<file path="src/hdl/dlmp_pkg.sv">
// Shared types, character codes and report codes for the desk line message parser.
package dlmp_pkg;

    // characters seen on the desk controller line
    localparam logic [7:0] CH_NL    = 8'h0A;
    localparam logic [7:0] CH_ZERO  = 8'h30;
    localparam logic [7:0] CH_NINE  = 8'h39;
    localparam logic [7:0] CH_ONE   = 8'h31;
    localparam logic [7:0] CH_A     = 8'h61;
    localparam logic [7:0] CH_B     = 8'h62;
    localparam logic [7:0] CH_D     = 8'h64;
    localparam logic [7:0] CH_H     = 8'h68;
    localparam logic [7:0] CH_L     = 8'h6C;
    localparam logic [7:0] CH_U     = 8'h75;

    // line length saturates here
    localparam int          LEN_W      = 3;
    localparam logic [2:0]  LEN_CAP    = 3'd6;
    localparam logic [2:0]  LEN_BTN    = 3'd2;
    localparam logic [2:0]  LEN_NUM_LO = 3'd4;
    localparam logic [2:0]  LEN_NUM_HI = 3'd5;

    // status colors
    localparam logic [2:0] COLOR_NONE  = 3'd0;
    localparam logic [2:0] COLOR_RED   = 3'd1;
    localparam logic [2:0] COLOR_GREEN = 3'd2;
    localparam logic [2:0] COLOR_WHITE = 3'd3;
    localparam logic [2:0] COLOR_BLUE  = 3'd4;

    // message class handed from front to back
    localparam int         MSG_W     = 3;
    localparam logic [2:0] MSG_LEG_A = 3'd0;
    localparam logic [2:0] MSG_LEG_B = 3'd1;
    localparam logic [2:0] MSG_PRE_H = 3'd2;
    localparam logic [2:0] MSG_PRE_L = 3'd3;
    localparam logic [2:0] MSG_BTN_D = 3'd4;
    localparam logic [2:0] MSG_BTN_U = 3'd5;
    localparam logic [2:0] MSG_BAD   = 3'd6;
    localparam logic [2:0] MSG_ERR   = 3'd7;

    // report kinds
    localparam logic KIND_LINE  = 1'b0;
    localparam logic KIND_ERROR = 1'b1;

    // button bits
    localparam logic [1:0] BTN_DOWN = 2'b01;
    localparam logic [1:0] BTN_UP   = 2'b10;

    // config register indexes (word address)
    localparam logic [1:0] REG_ENCODER_LOW  = 2'd0;
    localparam logic [1:0] REG_HEIGHT_LOW   = 2'd1;
    localparam logic [1:0] REG_HEIGHT_SLOPE = 2'd2;
    localparam logic [23:0] SLOPE_RESET     = 24'd256;

    // queue between front and back
    localparam int Q_DEPTH = 4;
    localparam int Q_AW    = $clog2(Q_DEPTH);
    localparam int Q_CW    = $clog2(Q_DEPTH + 1);

    typedef struct packed {
        logic [MSG_W-1:0] msg;
        logic [15:0]      value;
        logic             pressed;
        logic [7:0]       err;
    } t_req;

    typedef struct packed {
        logic [15:0]        encoder_low;
        logic signed [23:0] height_low;
        logic [23:0]        height_slope;
    } t_cfg;

    // report fields that travel unchanged down the height pipeline
    typedef struct packed {
        logic        kind;
        logic        ok;
        logic [2:0]  color;
        logic [1:0]  buttons;
        logic [15:0] leg_a_code;
        logic [15:0] leg_b_code;
        logic [15:0] preset_high_code;
        logic [15:0] preset_low_code;
        logic [7:0]  serial_error;
    } t_snap;

    typedef struct packed {
        t_snap              snap;
        logic signed [23:0] leg_a_height;
        logic signed [23:0] leg_b_height;
        logic signed [23:0] desk_height;
    } t_rep;

endpackage

</file>
<file path="src/hdl/dlmp_front.sv">
// Front end: gathers line characters and classifies each finished line or error event.
module dlmp_front (
    input  logic          i_clk,
    input  logic          i_rst_n,
    input  logic          i_valid,
    output logic          o_ready,
    input  logic          i_cmd,
    input  logic [7:0]    i_rx_byte,
    input  logic [7:0]    i_error_code,
    input  logic          i_full,
    output logic          o_push,
    output dlmp_pkg::t_req o_req
);
    import dlmp_pkg::*;

    logic [LEN_W-1:0] r_len;
    logic [7:0]       r_first;
    logic [7:0]       r_second;
    logic [15:0]      r_accum;
    logic             r_stopped;

    logic w_take;
    logic w_nl;
    logic w_digit;
    logic w_num_len;
    logic w_btn_len;
    logic [15:0] w_next_accum;

    assign o_ready = !i_full;
    assign w_take  = i_valid && !i_full;
    assign w_nl    = (i_rx_byte == CH_NL);
    assign w_digit = (i_rx_byte >= CH_ZERO) && (i_rx_byte <= CH_NINE);
    // n*10 + digit, wraps at 16 bits
    assign w_next_accum = (r_accum << 3) + (r_accum << 1) + {8'd0, i_rx_byte - CH_ZERO};

    assign w_num_len = (r_len == LEN_NUM_LO) || (r_len == LEN_NUM_HI);
    assign w_btn_len = (r_len == LEN_BTN);

    assign o_push = w_take && (i_cmd || w_nl);

    always_comb begin
        o_req.value   = r_accum;
        o_req.pressed = (r_second == CH_ONE);
        o_req.err     = i_error_code;
        if (i_cmd) begin
            o_req.msg = MSG_ERR;
        end else if (r_first == CH_A && w_num_len) begin
            o_req.msg = MSG_LEG_A;
        end else if (r_first == CH_B && w_num_len) begin
            o_req.msg = MSG_LEG_B;
        end else if (r_first == CH_H && w_num_len) begin
            o_req.msg = MSG_PRE_H;
        end else if (r_first == CH_L && w_num_len) begin
            o_req.msg = MSG_PRE_L;
        end else if (r_first == CH_D && w_btn_len) begin
            o_req.msg = MSG_BTN_D;
        end else if (r_first == CH_U && w_btn_len) begin
            o_req.msg = MSG_BTN_U;
        end else begin
            o_req.msg = MSG_BAD;
        end
    end

    always_ff @(posedge i_clk) begin
        if (!i_rst_n) begin
            r_len     <= '0;
            r_first   <= '0;
            r_second  <= '0;
            r_accum   <= '0;
            r_stopped <= 1'b0;
        end else if (w_take && !i_cmd) begin
            if (w_nl) begin
                r_len     <= '0;
                r_first   <= '0;
                r_second  <= '0;
                r_accum   <= '0;
                r_stopped <= 1'b0;
            end else begin
                if (r_len == '0) begin
                    r_first <= i_rx_byte;
                end else begin
                    if (r_len == LEN_W'(1)) begin
                        r_second <= i_rx_byte;
                    end
                    if (!r_stopped) begin
                        if (w_digit) begin
                            r_accum <= w_next_accum;
                        end else begin
                            r_stopped <= 1'b1;
                        end
                    end
                end
                if (r_len < LEN_CAP) begin
                    r_len <= r_len + LEN_W'(1);
                end
            end
        end
    end

endmodule

</file>
<file path="src/hdl/dlmp_queue.sv">
// Short request queue between the front end and the back end.
module dlmp_queue (
    input  logic           i_clk,
    input  logic           i_rst_n,
    input  logic           i_push,
    input  dlmp_pkg::t_req i_req,
    output logic           o_full,
    input  logic           i_pop,
    output logic           o_empty,
    output dlmp_pkg::t_req o_req
);
    import dlmp_pkg::*;

    t_req             r_mem [Q_DEPTH];
    logic [Q_AW-1:0]  r_wr;
    logic [Q_AW-1:0]  r_rd;
    logic [Q_CW-1:0]  r_cnt;
    logic             w_push;
    logic             w_pop;

    assign o_full  = (r_cnt == Q_CW'(Q_DEPTH));
    assign o_empty = (r_cnt == '0);
    assign o_req   = r_mem[r_rd];
    assign w_push  = i_push && !o_full;
    assign w_pop   = i_pop && !o_empty;

    always_ff @(posedge i_clk) begin
        if (w_push) begin
            r_mem[r_wr] <= i_req;
        end
    end

    always_ff @(posedge i_clk) begin
        if (!i_rst_n) begin
            r_wr  <= '0;
            r_rd  <= '0;
            r_cnt <= '0;
        end else begin
            if (w_push) begin
                r_wr <= r_wr + Q_AW'(1);
            end
            if (w_pop) begin
                r_rd <= r_rd + Q_AW'(1);
            end
            if (w_push && !w_pop) begin
                r_cnt <= r_cnt + Q_CW'(1);
            end else if (w_pop && !w_push) begin
                r_cnt <= r_cnt - Q_CW'(1);
            end
        end
    end

endmodule

</file>
<file path="src/hdl/dlmp_back.sv">
// Back end: applies line messages to the desk state and computes fixed-point heights.
module dlmp_back (
    input  logic           i_clk,
    input  logic           i_rst_n,
    input  logic           i_empty,
    output logic           o_pop,
    input  dlmp_pkg::t_req i_req,
    input  dlmp_pkg::t_cfg i_cfg,
    output logic           o_valid,
    input  logic           i_ready,
    output dlmp_pkg::t_rep o_rep
);
    import dlmp_pkg::*;

    function automatic logic signed [23:0] height_fix(
        input logic [15:0]        code,
        input logic signed [41:0] prod,
        input logic signed [23:0] h_low
    );
        logic signed [41:0] q;
        logic signed [41:0] s;
        begin
            q = prod >>> 8;
            s = q + 42'(h_low);
            if (code == '0) begin
                height_fix = '0;
            end else if (s > 42'sd8388607) begin
                height_fix = 24'sh7FFFFF;
            end else if (s < -42'sd8388608) begin
                height_fix = 24'sh800000;
            end else begin
                height_fix = s[23:0];
            end
        end
    endfunction

    // desk state, also the stage-1 snapshot
    logic [15:0] r_leg_a, r_leg_b, r_pre_h, r_pre_l;
    logic [1:0]  r_btn;
    logic [2:0]  r_color;
    logic        r_s1_valid, r_s1_kind, r_s1_ok;
    logic [7:0]  r_s1_err;

    logic [15:0] n_leg_a, n_leg_b, n_pre_h, n_pre_l;
    logic [1:0]  n_btn;
    logic [2:0]  n_color;
    logic        n_ok, n_kind;

    logic               r_s2_valid;
    t_snap              r_s2_snap;
    logic signed [41:0] r_prod_a, r_prod_b;

    logic               r_s3_valid;
    t_snap              r_s3_snap;
    logic signed [23:0] r_ha, r_hb;

    logic  r_out_valid;
    t_rep  r_out;

    logic               w_en;
    t_snap              w_s1_snap;
    logic signed [16:0] w_diff_a, w_diff_b;
    logic signed [24:0] w_slope;
    logic signed [24:0] w_sum;

    assign w_en    = !r_out_valid || i_ready;
    assign o_pop   = w_en && !i_empty;
    assign o_valid = r_out_valid;
    assign o_rep   = r_out;

    // apply one message
    always_comb begin
        n_leg_a = r_leg_a;
        n_leg_b = r_leg_b;
        n_pre_h = r_pre_h;
        n_pre_l = r_pre_l;
        n_btn   = r_btn;
        n_color = r_color;
        n_ok    = 1'b1;
        n_kind  = KIND_LINE;
        unique case (i_req.msg) inside
            MSG_LEG_A: begin
                if (i_req.value != r_leg_a) begin
                    n_leg_a = i_req.value;
                    n_color = (r_btn != '0) ? COLOR_GREEN : COLOR_BLUE;
                end
            end
            MSG_LEG_B: begin
                if (i_req.value != r_leg_b) begin
                    n_leg_b = i_req.value;
                    n_color = (r_btn != '0) ? COLOR_GREEN : COLOR_BLUE;
                end
            end
            MSG_PRE_H: begin
                if (i_req.value != r_pre_h) begin
                    n_pre_h = i_req.value;
                    n_color = COLOR_WHITE;
                end
            end
            MSG_PRE_L: begin
                if (i_req.value != r_pre_l) begin
                    n_pre_l = i_req.value;
                    n_color = COLOR_WHITE;
                end
            end
            MSG_BTN_D, MSG_BTN_U: begin
                if (i_req.pressed) begin
                    n_btn = r_btn | ((i_req.msg == MSG_BTN_D) ? BTN_DOWN : BTN_UP);
                end else begin
                    n_btn = r_btn & ~((i_req.msg == MSG_BTN_D) ? BTN_DOWN : BTN_UP);
                end
                n_color = (n_btn != '0) ? COLOR_GREEN : COLOR_WHITE;
            end
            MSG_ERR: begin
                n_ok    = 1'b0;
                n_kind  = KIND_ERROR;
                n_color = COLOR_RED;
            end
            default: begin
                n_ok    = 1'b0;
                n_color = COLOR_RED;
            end
        endcase
    end

    always_comb begin
        w_s1_snap.kind             = r_s1_kind;
        w_s1_snap.ok               = r_s1_ok;
        w_s1_snap.color            = r_color;
        w_s1_snap.buttons          = r_btn;
        w_s1_snap.leg_a_code       = r_leg_a;
        w_s1_snap.leg_b_code       = r_leg_b;
        w_s1_snap.preset_high_code = r_pre_h;
        w_s1_snap.preset_low_code  = r_pre_l;
        w_s1_snap.serial_error     = r_s1_err;
    end

    assign w_diff_a = $signed({1'b0, r_leg_a}) - $signed({1'b0, i_cfg.encoder_low});
    assign w_diff_b = $signed({1'b0, r_leg_b}) - $signed({1'b0, i_cfg.encoder_low});
    assign w_slope  = $signed({1'b0, i_cfg.height_slope});
    assign w_sum    = {r_ha[23], r_ha} + {r_hb[23], r_hb};

    always_ff @(posedge i_clk) begin
        if (!i_rst_n) begin
            r_leg_a     <= '0;
            r_leg_b     <= '0;
            r_pre_h     <= '0;
            r_pre_l     <= '0;
            r_btn       <= '0;
            r_color     <= COLOR_NONE;
            r_s1_valid  <= 1'b0;
            r_s2_valid  <= 1'b0;
            r_s3_valid  <= 1'b0;
            r_out_valid <= 1'b0;
        end else if (w_en) begin
            r_s1_valid  <= !i_empty;
            r_s2_valid  <= r_s1_valid;
            r_s3_valid  <= r_s2_valid;
            r_out_valid <= r_s3_valid;
            if (!i_empty) begin
                r_leg_a <= n_leg_a;
                r_leg_b <= n_leg_b;
                r_pre_h <= n_pre_h;
                r_pre_l <= n_pre_l;
                r_btn   <= n_btn;
                r_color <= n_color;
            end
        end
    end

    // payload, moves with the pipeline enable
    always_ff @(posedge i_clk) begin
        if (w_en) begin
            if (!i_empty) begin
                r_s1_kind <= n_kind;
                r_s1_ok   <= n_ok;
                r_s1_err  <= (i_req.msg == MSG_ERR) ? i_req.err : 8'd0;
            end
            r_s2_snap <= w_s1_snap;
            r_prod_a  <= 42'(w_diff_a) * 42'(w_slope);
            r_prod_b  <= 42'(w_diff_b) * 42'(w_slope);
            r_s3_snap <= r_s2_snap;
            r_ha      <= height_fix(r_s2_snap.leg_a_code, r_prod_a, i_cfg.height_low);
            r_hb      <= height_fix(r_s2_snap.leg_b_code, r_prod_b, i_cfg.height_low);
            r_out.snap         <= r_s3_snap;
            r_out.leg_a_height <= r_ha;
            r_out.leg_b_height <= r_hb;
            if (r_s3_snap.leg_a_code == '0 || r_s3_snap.leg_b_code == '0) begin
                r_out.desk_height <= '0;
            end else begin
                r_out.desk_height <= w_sum[24:1];
            end
        end
    end

endmodule

</file>
<file path="src/hdl/desk_line_message_parser.sv">
// Top level of the desk line message parser: stream ports, config registers, front, queue, back.
//
// Takes one beat per cycle on the slave stream unless stalled: a received character (tuser 0)
// or a serial receive error event (tuser 1). Characters gather into a line; a newline beat and
// an error beat each produce one report beat on the master stream, plain characters produce
// none. A line of 'a'/'b' plus a 3-4 digit number sets the leg A/B encoder code, 'h'/'l' sets
// the high/low preset, 'd'/'u' plus one character sets the down/up button ('1' = pressed); any
// other line, empty ones included, turns the status red and reports line_ok = 0. The number
// stops at the first non-digit and wraps at 16 bits. Leg heights are
// height_low + floor((code - encoder_low) * height_slope / 256), saturated to 24 bits signed,
// and read 0 while the code is 0; desk height is their floored mean, 0 while either code is 0.
// Throughput is one beat per cycle on both sides while no stall holds it. A report passes
// through queue write, state update, multiply, height sum/saturate and average registers.
// A four-entry queue sits between the character front end and the height pipeline, so the
// slave side keeps taking beats while a report waits on the master side; s_axis_tready drops
// only once four reports are queued behind a stalled output. Config registers (APB, word
// addresses 0x0 encoder_low, 0x4 height_low, 0x8 height_slope) are read by the pipeline
// live and are to be written only while no report is in flight.
module desk_line_message_parser (
    input  logic         i_clk,
    input  logic         i_rst_n,
    // slave stream
    input  logic         s_axis_tvalid,
    output logic         s_axis_tready,
    input  logic [15:0]  s_axis_tdata,   // [7:0] rx_byte, [15:8] error_code
    input  logic         s_axis_tuser,   // [0] cmd
    // master stream
    output logic         m_axis_tvalid,
    input  logic         m_axis_tready,
    output logic [151:0] m_axis_tdata,   // [0] line_ok, [3:1] status_color, [5:4] buttons,
                                         // [21:6] leg_a_code, [37:22] leg_b_code,
                                         // [61:38] leg_a_height, [85:62] leg_b_height,
                                         // [109:86] desk_height, [125:110] preset_high_code,
                                         // [141:126] preset_low_code, [149:142] serial_error,
                                         // [151:150] zero
    output logic         m_axis_tuser,   // [0] report_kind
    // config port
    input  logic         psel,
    input  logic         penable,
    input  logic         pwrite,
    input  logic [3:0]   paddr,
    input  logic [31:0]  pwdata,
    output logic [31:0]  prdata,
    output logic         pready
);
    import dlmp_pkg::*;

    t_cfg  r_cfg;
    logic  w_cfg_wr;
    logic  w_push, w_full, w_pop, w_empty;
    t_req  w_req_in, w_req_out;
    t_rep  w_rep;

    // ---------------- config registers ----------------
    assign pready   = 1'b1;
    assign w_cfg_wr = psel && penable && pwrite && pready;

    always_ff @(posedge i_clk) begin
        if (!i_rst_n) begin
            r_cfg.encoder_low  <= '0;
            r_cfg.height_low   <= '0;
            r_cfg.height_slope <= SLOPE_RESET;
        end else if (w_cfg_wr) begin
            unique case (paddr[3:2])
                REG_ENCODER_LOW:  r_cfg.encoder_low  <= pwdata[15:0];
                REG_HEIGHT_LOW:   r_cfg.height_low   <= pwdata[23:0];
                REG_HEIGHT_SLOPE: r_cfg.height_slope <= pwdata[23:0];
                default: ;  // unmapped word, write dropped
            endcase
        end
    end

    always_comb begin
        unique case (paddr[3:2])
            REG_ENCODER_LOW:  prdata = {16'd0, r_cfg.encoder_low};
            REG_HEIGHT_LOW:   prdata = {8'd0, r_cfg.height_low};
            REG_HEIGHT_SLOPE: prdata = {8'd0, r_cfg.height_slope};
            default:          prdata = '0;
        endcase
    end

    // ---------------- front end: line gathering and classification ----------------
    dlmp_front u_front (
        .i_clk        (i_clk),
        .i_rst_n      (i_rst_n),
        .i_valid      (s_axis_tvalid),
        .o_ready      (s_axis_tready),
        .i_cmd        (s_axis_tuser),
        .i_rx_byte    (s_axis_tdata[7:0]),
        .i_error_code (s_axis_tdata[15:8]),
        .i_full       (w_full),
        .o_push       (w_push),
        .o_req        (w_req_in)
    );

    // ---------------- request queue ----------------
    dlmp_queue u_queue (
        .i_clk   (i_clk),
        .i_rst_n (i_rst_n),
        .i_push  (w_push),
        .i_req   (w_req_in),
        .o_full  (w_full),
        .i_pop   (w_pop),
        .o_empty (w_empty),
        .o_req   (w_req_out)
    );

    // ---------------- back end: desk state and height pipeline ----------------
    dlmp_back u_back (
        .i_clk   (i_clk),
        .i_rst_n (i_rst_n),
        .i_empty (w_empty),
        .o_pop   (w_pop),
        .i_req   (w_req_out),
        .i_cfg   (r_cfg),
        .o_valid (m_axis_tvalid),
        .i_ready (m_axis_tready),
        .o_rep   (w_rep)
    );

    // report beat packing
    assign m_axis_tuser = w_rep.snap.kind;
    assign m_axis_tdata = {2'd0,
                           w_rep.snap.serial_error,
                           w_rep.snap.preset_low_code,
                           w_rep.snap.preset_high_code,
                           w_rep.desk_height,
                           w_rep.leg_b_height,
                           w_rep.leg_a_height,
                           w_rep.snap.leg_b_code,
                           w_rep.snap.leg_a_code,
                           w_rep.snap.buttons,
                           w_rep.snap.color,
                           w_rep.snap.ok};

    // ---------------- checks ----------------
    // an error report is never a recognized line and always shows red
    a_err_red: assert property (@(posedge i_clk) disable iff (!i_rst_n)
        (m_axis_tvalid && m_axis_tuser == KIND_ERROR) |->
            (!m_axis_tdata[0] && m_axis_tdata[3:1] == COLOR_RED))
        else $error("error report without red status or with line_ok set");

    // a line report carries no serial error number
    a_line_noerr: assert property (@(posedge i_clk) disable iff (!i_rst_n)
        (m_axis_tvalid && m_axis_tuser == KIND_LINE) |-> (m_axis_tdata[149:142] == 8'd0))
        else $error("line report with nonzero serial_error");

    // desk height is zero while either leg code is unknown
    a_desk_unknown: assert property (@(posedge i_clk) disable iff (!i_rst_n)
        (m_axis_tvalid && (m_axis_tdata[21:6] == 16'd0 || m_axis_tdata[37:22] == 16'd0)) |->
            (m_axis_tdata[109:86] == 24'd0))
        else $error("desk height nonzero with an unknown leg");

    // a rejected line turns the status red
    a_bad_red: assert property (@(posedge i_clk) disable iff (!i_rst_n)
        (m_axis_tvalid && !m_axis_tdata[0]) |-> (m_axis_tdata[3:1] == COLOR_RED))
        else $error("unrecognized line without red status");

endmodule

</file>
<file path="config.mk">
export PLATFORM = sky130hd
export DESIGN_NAME = desk_line_message_parser
export DESIGN_NICKNAME = d
export VERILOG_FILES = /design/src/hdl/dlmp_pkg.sv /design/src/hdl/dlmp_front.sv /design/src/hdl/dlmp_queue.sv /design/src/hdl/dlmp_back.sv /design/src/hdl/desk_line_message_parser.sv
export SDC_FILE = /design/constraint.sdc
export NUM_CORES = 2
export LEC_CHECK = 0
export ABC_AREA = 1
export BUFFER_PORTS_ARGS = -buffer_cell sky130_fd_sc_hd__buf_2
export CORE_ASPECT_RATIO = 1.1
export CORE_MARGIN = 10
export CORE_UTILIZATION = 35
export DETAILED_ROUTE_END_ITERATION = 8
export PLACE_DENSITY = 0.5
export SLEW_MARGIN = 20
export SYNTH_ARGS = -nofsm -noshare
export SYNTH_HDL_FRONTEND = slang
export SYNTH_SLANG_ARGS = --single-unit
</file>
<file path="constraint.sdc">
create_clock -name i_clk -period 16.35 [get_ports i_clk]
set_input_delay 3.27 -clock i_clk [delete_from_list [all_inputs] [get_ports i_clk]]
set_output_delay 3.27 -clock i_clk [all_outputs]
set_load 0.03 [all_outputs]
</file>
==> results.sh <==
export IMPL_die_area_um2=193000
export IMPL_rows=161
export IMPL_crit_required_ps=16840
export IMPL_grt_overflow=0
export IMPL_clkLatencyLatePin_ps=690
export IMPL_gp_routability_congestion=0.924
export IMPL_synth_top_family_by_area="adder cells"
export IMPL_internal_power_mw=6.72
export IMPL_cp_arrival_ps=9570
export IMPL_finalClockSkew_ps=49.8
export IMPL_peakVddDrop_uv=189
export IMPL_hold_path_depth=0
export IMPL_areaGrowthSynthToFinish_pct=10.2
export IMPL_grt_pass1_wl_um=295000
export IMPL_hold_start="u_back.r_s1_err[2]$_SDFFCE_PN0P_"
export IMPL_p_clk_share_pct=12.4
export IMPL_cts_root_buf="clkbuf_16"
export IMPL_r2r_setup_slack_ps=7270
export IMPL_finalSetupTns_ps=0
export IMPL_rr_worst_depth=29
export IMPL_cp_max_fo=22
export IMPL_grt_max_degree=103
export IMPL_holdCritPathClass="flop to flop"
export IMPL_synth_seq_cells=729
export IMPL_cts_sinks=729
export IMPL_synth_edf_count=547
export IMPL_status="complete, no violations"
export IMPL_async_flop_share_pct=0
export IMPL_post_cts_setup_buffers=0
export IMPL_nets=8291
export IMPL_vias=46666
export IMPL_ys_seq_area_share_pct=32.7
export IMPL_avgSynthCellArea_um2=8.81
export IMPL_p_sw_share_pct=53.5
export IMPL_routed_wl_um=194000
export IMPL_io_pins=248
export IMPL_combPwrFrac_pct=66.3
export IMPL_final_cell_mix="nand2_1 (1420), inv_1 (1340), nor2_1 (689)"
export IMPL_antenna_found_initial=7
export IMPL_grtUsageTotal_pct=20.0
export IMPL_fmax_mhz=110
export IMPL_crit_path_end_kind="flop"
export IMPL_path_clk_slew_ps=60
export IMPL_drc=0
export IMPL_grt_pass1_vias=47450
export IMPL_critical_path_class="flop to flop"
export IMPL_drt_iter0_drc=3387
export IMPL_p_seq_share_pct=21.3
export IMPL_firstDrtPassIters=6
export IMPL_synth_compound_area_share_pct=7.75
export IMPL_hpwl_um=152000
export IMPL_io_buffers=226
export IMPL_synthAdderAreaFrac_pct=30.6
export IMPL_synth_warnings=0
export IMPL_power_leakage_nw=33.0
export IMPL_worst_pin_slew_ps=1120
export IMPL_layout_drive_gt1_share_pct=7.47
export IMPL_timing_final_crit_share_pct=55.5
export IMPL_finalCriticalPeriod_ps=9080
export IMPL_final_common_cell="nand2_1"
export IMPL_synth_xor_area_share_pct=2.41
export IMPL_cts_buffers=74
export IMPL_max_cap_violations=0
export IMPL_clockBufferDepth=3
export IMPL_start_kind="flop"
export IMPL_maxSlewHeadroom_pct=25.2
export IMPL_final_antenna_net_count=0
export IMPL_r2r_end="u_back.r_prod_a[34]$_DFFE_PN_"
export IMPL_slowest_delay_ps=1000
export IMPL_setup_viol=0
export IMPL_vias_per_cell=4.92
export IMPL_whs_ps=415
export IMPL_rsz0062_at_grt="no"
export IMPL_syn_area_um2=61400
export IMPL_synth_distinct_cells=62
export IMPL_syn_inst=6967
export IMPL_fp_dieW_um=419
export IMPL_start_util_pct=35.2
export IMPL_cp_common_cell="fa_1"
export IMPL_h_tree_depth=3
export IMPL_die_h_um=459
export IMPL_reg2reg_from="r_cfg[48]$_SDFFE_PN0P_"
export IMPL_slowest_stage="clkinv_1"
export IMPL_crit_start="r_cfg[48]$_SDFFE_PN0P_"
export IMPL_ys_flop_type="edfxtp_1"
export IMPL_core_region_area_um2=175000
export IMPL_cts_resized=0
export IMPL_p_per_area_nw_per_um2=214
export IMPL_cts_tree="done"
export IMPL_yosys_area_share_simple_pct=16.5
export IMPL_synth_mux_area_share_pct=0.0163
export IMPL_finalHoldViolations=0
export IMPL_hold_buffers=0
export IMPL_p_switching_mw=7.74
export IMPL_drv_slew=0
export IMPL_wl_per_cell_um=20.5
export IMPL_endpoint="u_back.r_prod_a[34]$_DFFE_PN_"
[synth_stat cells (all sizes together) (11+ instances only)]
master | n | area (µm²)
o21ai | 298 | 1500
nor2 | 696 | 2610
o211ai | 11 | 82.6
a21oi | 429 | 2180
o21a | 15 | 113
inv | 1356 | 5090
fa | 668 | 13400
edfxtp | 547 | 16400
o21bai | 12 | 90.1
xor2 | 118 | 1030
dfxtp | 182 | 3640
nor3 | 39 | 236
nor4 | 30 | 194
buf | 66 | 410
ha | 434 | 5430
a211oi | 14 | 125
o221ai | 16 | 140
nand3 | 194 | 976
nand4 | 34 | 213
clkinv | 11 | 41.3
a31oi | 31 | 194
nand2 | 1440 | 5460
clkbuf | 163 | 612
or2 | 45 | 282
xnor2 | 51 | 447
[power groups by stage]
stage	clock (mW)	combinational (mW)	sequential [mW]
2_1_floorplan	0	5.77	3.32
3_3_place_gp	0	9.42	3.12
3_5_place_dp	0	9.45	3.12
4_1_cts	1.84	9.52	3.09
5_1_grt	1.92	10.6	3.13
6_report	1.80	9.59	3.07
[worst max-delay path: cells and delay by family, from the launching register on]
kind                     cells  cell delay [ps]
AO/OA/AOI/OAI                4             1210
buffers and inverters        5             1280
adder cells (fa/ha/maj)      9             3570
flip-flops                   1              590
AND/OR/NAND/NOR             10             1930
XOR/XNOR                     1              270
[final cells by class]
type | instances | area [µm²]
multi-input combinational | 4651 | 35300
fill | 17670 | 107000
inverter | 1367 | 5140
timing repair buffer | 306 | 1730
tap | 2282 | 2860
clock buffer | 85 | 1930
sequential | 729 | 20100
antenna | 4 | 10.0
clock inverter | 52 | 667
[registers in the layout, indices dropped and copies added (netlist names), 16 cells and up, named ones only]
register	cells
u_back.o_rep	151
u_queue.r_mem	112
u_back.r_s2_snap	79
u_back.r_s3_snap	79
r_cfg	64
u_back.r_prod_a	34
u_back.r_prod_b	34
u_back.r_ha	24
u_back.r_hb	24
u_back.r_leg_a	16
u_back.r_leg_b	16
u_back.r_pre_h	16
u_back.r_pre_l	16
u_front.r_accum	16
[cells by family after synthesis]
kind of cell | count (synthesis)
compound gates | 868
xor+xnor | 169
fa+ha+maj | 1102
buf+inv | 1596
flops | 729
mux | 1
other cells | 2
simple gates | 2500
[metrics by stage]
stage | power, mW | worst slack (ps) | utilization (%) | area [µm²] | std cells
6_report | 14.5 | 7270 | 38.7 | 67700 | 9476
5_1_grt | 15.6 | 6870 | 38.7 | 67700 | 9473
4_1_cts | 14.5 | 7580 | 38.7 | 67600 | 9471
3_5_place_dp | 12.6 | 7590 | 37.2 | 65000 | 9334
3_3_place_gp | 12.5 | 7630 | 37.2 | 65000 | 9334
2_1_floorplan | 9.09 | 3990 | - | 61400 | 6976
[worst min path at each step]
stage	to	slack [ps]
floorplan	u_back.o_rep[100]$_DFFE_PN_	400
global placement	u_back.r_s2_snap[0]$_DFFE_PN_	400
detailed placement	u_back.o_rep[109]$_DFFE_PN_	400
CTS	u_back.r_s2_snap[2]$_DFFE_PN_	420
global route	u_back.r_s2_snap[2]$_DFFE_PN_	420
finish	u_back.r_s2_snap[2]$_DFFE_PN_	410
[per-layer routing]
layer / routed length [µm] / up-vias / global-route usage (%)
met1: 84700 / 22938 / 26.4
met3: 10400 / 263 / 2.59
met4: 6730 / 2 / 6.63
met2: 92400 / 1290 / 33.9
li1: - / 22173 / -
met5: 13 / - / 0
Note: power is estimated with default switching activity, not from simulation.
